[src/design/mlbf_pkg.sv]
package mlbf_pkg;

  localparam int unsigned MacWidth = 48;

  typedef enum logic [1:0] {
    ACT_FORWARD = 2'd0,
    ACT_DROP    = 2'd1,
    ACT_FLOOD   = 2'd2
  } action_e;

  typedef enum logic [1:0] {
    ST_IDLE,
    ST_SCAN,
    ST_UPDATE
  } state_e;

  typedef struct packed {
    logic [MacWidth-1:0] dest_mac;
    logic [MacWidth-1:0] src_mac;
    logic                in_port;
  } in_t;

  typedef struct packed {
    action_e action;
    logic    out_port;
    logic    learned_new;
    logic    table_full;
  } out_t;

  typedef struct packed {
    logic [MacWidth-1:0] mac;
    logic                port;
  } entry_t;

  typedef struct packed {
    logic load;
    logic rd_en;
    logic commit;
  } ctrl_cmd_t;

  typedef struct packed {
    logic rd_more;
    logic scan_done;
    logic out_free;
  } dp_status_t;

endpackage

[src/design/mlbf_ctrl.sv]
module mlbf_ctrl import mlbf_pkg::*; (
  input  logic       clk_i,
  input  logic       rst_ni,
  input  logic       in_valid_i,
  output logic       in_stall_o,
  input  dp_status_t status_i,
  output ctrl_cmd_t  cmd_o
);

  state_e state_q, state_d;

  always_ff @(posedge clk_i or negedge rst_ni) begin
    if (!rst_ni) begin
      state_q <= ST_IDLE;
    end else begin
      state_q <= state_d;
    end
  end

  always_comb begin
    state_d      = state_q;
    cmd_o        = '0;
    in_stall_o   = 1'b1;
    unique case (state_q)
      ST_IDLE: begin
        in_stall_o = 1'b0;
        if (in_valid_i) begin
          cmd_o.load = 1'b1;
          state_d    = ST_SCAN;
        end
      end
      ST_SCAN: begin
        if (status_i.rd_more) begin
          cmd_o.rd_en = 1'b1;
        end else if (status_i.scan_done) begin
          state_d = ST_UPDATE;
        end
      end
      ST_UPDATE: begin
        if (status_i.out_free) begin
          cmd_o.commit = 1'b1;
          state_d      = ST_IDLE;
        end
      end
      default: begin
        state_d = ST_IDLE;
      end
    endcase
  end

endmodule

[config.mk]
export PLATFORM = sky130hd
export DESIGN_NAME = mlbf_ctrl
export DESIGN_NICKNAME = d
export VERILOG_FILES = /design/src/design/mlbf_pkg.sv /design/src/design/mlbf_ctrl.sv
export SDC_FILE = /design/constraint.sdc
export NUM_CORES = 1
export LEC_CHECK = 0
export BUFFER_PORTS_ARGS = -buffer_cell sky130_fd_sc_hd__buf_2
export CORE_AREA = 2 2 39 41
export CTS_BUF_LIST = sky130_fd_sc_hd__clkbuf_2
export CTS_CLUSTER_DIAMETER = 30
export CTS_CLUSTER_SIZE = 40
export DETAILED_ROUTE_END_ITERATION = 8
export DIE_AREA = 0 0 41 43
export PLACE_DENSITY_LB_ADDON = 0.3
export SLEW_MARGIN = 20
export SYNTH_ARGS = -nofsm -noshare
export SYNTH_HDL_FRONTEND = slang
export SYNTH_SLANG_ARGS = --single-unit
[constraint.sdc]
create_clock -name clk_i -period 1.2 [get_ports clk_i]
set_input_delay 0.06 -clock clk_i [delete_from_list [all_inputs] [get_ports clk_i]]
set_output_delay 0.06 -clock clk_i [all_outputs]
set_load 0.02 [all_outputs]
==> out/metrics.yaml <==
setup_path:
  rrSetupSlack_ns: 0.41
  critPathTopFamily: "flip-flops"
  criticalPathCategory: "flip-flop to output port"
  crit_arrival_ns: 1.06
  r2r-end: "state_q[1]$_DFFE_PN0P_"
  reg2reg_from: "state_q[0]$_DFFE_PN0P_"
  endpoint_kind: "output port"
  slowest_stage: "dfrtp_1"
  path_cells: "or2_4, nor2_2, buf_2"
  cp-start-kind: "flip-flop"
  max_stage_delay_ns: 0.39
  reg2reg_depth: 2
  worstPathMaxFanout: 4
  required_ns: 1.14
  critPathBufInv: 1
global_routing:
  grt_use_total: 0.0512
  grt_max_degree: 6
  grt_antenna_before_repair: 0
  first_global_vias: 131
  grt_pass1_wl_um: 510
  grt.overflow.total: 0
worst_hold_path:
  whs_path_depth: 2
  worstHoldStart: "status_i[0]"
  holdPathEnd: "state_q[1]$_DFFE_PN0P_"
  hp-class: "input port to flip-flop"
finish:
  area_growth_pct: 77.4
  drive_gt1_frac: 0.538
  stdcell_area_um2: 206
  largest_register: "state_q"
  utilization: 0.149
  top_regs: "state_q x2"
  antenna_cells: 0
  fin_cells: 42
  final_nets: 34
  largest_reg_flops: 2
placed_design:
  placed_cell_area_um2: 181
  io_buffers: 9
  dpl_worst_slack_ns: 0.271
  gp_congestion: 0.574
  place_inst: 38
floorplan:
  io_pins: 10
  die_h_um: 43
  die_w_um: 41
  initial_core_util: 0.0841
  die_area_um2: 1760
  core_area_um2: 1380
  std_cell_rows: 14
sta:
  slew_violations: 0
  tns_ns: 0
  max_freq_mhz: 895
  hold_violations: 0
  slew_headroom: 0.914
  rsz0062_at_grt: "no"
  finalCriticalPeriod_ns: 1.12
  fin_hold_ws_ns: 0.0897
  setup_viol: 0
  fin_worst_skew_ns: 0.000719
  fin_crit_sh: 0.931
  tightest_slew_ns: 0.129
  layout_setup_ws_ns: 0.0826
routing:
  viasPerCell: 3.07
  wl_per_cell_um: 8.07
  routed_wl_um: 339
  vias: 129
  drt_iter0_markers: 0
  drc: 0
  postRouteAntennaNets: 0
  firstDrtPassIters: 1
synthesis:
  syn_avg_cell_area_um2: 8.95
  syn_inst: 13
  ys_seq_elements: 2
  yosys_warnings: 0
  ys_seq_area_frac: 0.430
  mappedNetlistArea_um2: 116
  synthDistinctLibCells: 10
  syn-num-nets: 19
pwr:
  p_seq_frac: 0.305
  switching_share: 0.357
  p_leak_nw: 0.117
  ir_drop_v: 0.000382
  powerDensity_nw_per_um2: 1570
  p_comb_frac: 0.384
  p_int_uw: 208
  clkPwrFrac: 0.311
  power_uw: 324
  p_sw_uw: 116
clock_network:
  cts-root-buf: "clkbuf_2"
  cts_buffer_depth: 2
  cts_sinks: 2
  clkTransAtPathRegs_ns: 0.03
  htreeDepth: 1
  numCtsBuffers: 3
  cts_tree: "yes"
  clk_latency_ns: 0.18
  cts_setup_buffers: 0
status:
  status: "complete, no violations"
flow_run:
  maxCapViolations: 0
## how the worst max path moves through the flow
stage / to / slack [ns] / cells after the start / startpoint
2_1_floorplan: cmd_o[2] / 0.27 / 2 / state_q[1]$_DFFE_PN0P_
3_3_place_gp: cmd_o[2] / 0.27 / 3 / state_q[1]$_DFFE_PN0P_
3_5_place_dp: cmd_o[2] / 0.27 / 3 / state_q[1]$_DFFE_PN0P_
4_1_cts: cmd_o[2] / 0.06 / 3 / state_q[1]$_DFFE_PN0P_
5_1_grt: cmd_o[2] / 0.004 / 3 / state_q[1]$_DFFE_PN0P_
6_report: cmd_o[2] / 0.08 / 3 / state_q[1]$_DFFE_PN0P_
## routing by layer
metal / up-vias / global-route usage / share of wire
met5: - / 0 / 0
met4: 0 / 0.0800 / 0
met3: 0 / 0.0157 / 0.18
met2: 10 / 0.0438 / 0.30
met1: 50 / 0.0705 / 0.52
li1: 69 / - / -
## cell type report
type,instances,area (µm²)
clock buffer,3,15.0
fill,159,1180
inverter,3,11.3
multi-input combinational,8,55.1
sequential,2,50.0
tap,16,20.0
timing repair buffer,10,55.1
## cell families (layout without fill, tap and decap cells)
| family | Yosys count | count (layout) | share of synthesized area |
|---|---|---|---|
| buffers and inverters | 3 | 16 | 0.0968 |
| flip-flops | 2 | 2 | 0.430 |
| AO/OA/AOI/OAI | 2 | 2 | 0.140 |
| AND/OR/NAND/NOR | 6 | 6 | 0.333 |
## Yosys cell counts
cell,count,share of area
inv_1,3,0.097
dfrtp_1,2,0.43
and3_1,1,0.054
nand2b_1,1,0.054
nand3b_1,1,0.065
nor2_1,1,0.032
nor2_2,1,0.054
o211a_1,1,0.086
o22ai_1,1,0.054
or2_4,1,0.075
## repair_timing
action / in CTS / in global routing
endpoints found under the hold margin: 2 / 0
hold buffers: 1 / 0
resized for setup: 0 / 0
setup endpoints to repair: 0 / 0
## worst reg2reg max path, cell delays in order (launching register included)
cell and delay (ns):
dfrtp_1 0.40, nand2b_1 0.17, o22ai_1 0.15
## cell usage in the layout (no fill, tap or decap), drive strengths merged
cell	count
nor2	2
buf	9
and3	1
o22ai	1
dfrtp	2
dlygate4sd3	1
nand3b	1
or2	1
o211a	1
clkbuf	3
nand2b	1
inv	3
## power groups by stage
| stage | clock (mW) | sequential (mW) | combinational, mW |
|---|---|---|---|
| floorplan | 0 | 0.0962 | 0.0862 |
| global placement | 0 | 0.0997 | 0.124 |
| detailed placement | 0 | 0.0992 | 0.124 |
| CTS | 0.111 | 0.0984 | 0.127 |
| global route | 0.115 | 0.103 | 0.140 |
| finish | 0.101 | 0.0987 | 0.125 |
(Power assumes the default switching activity.)
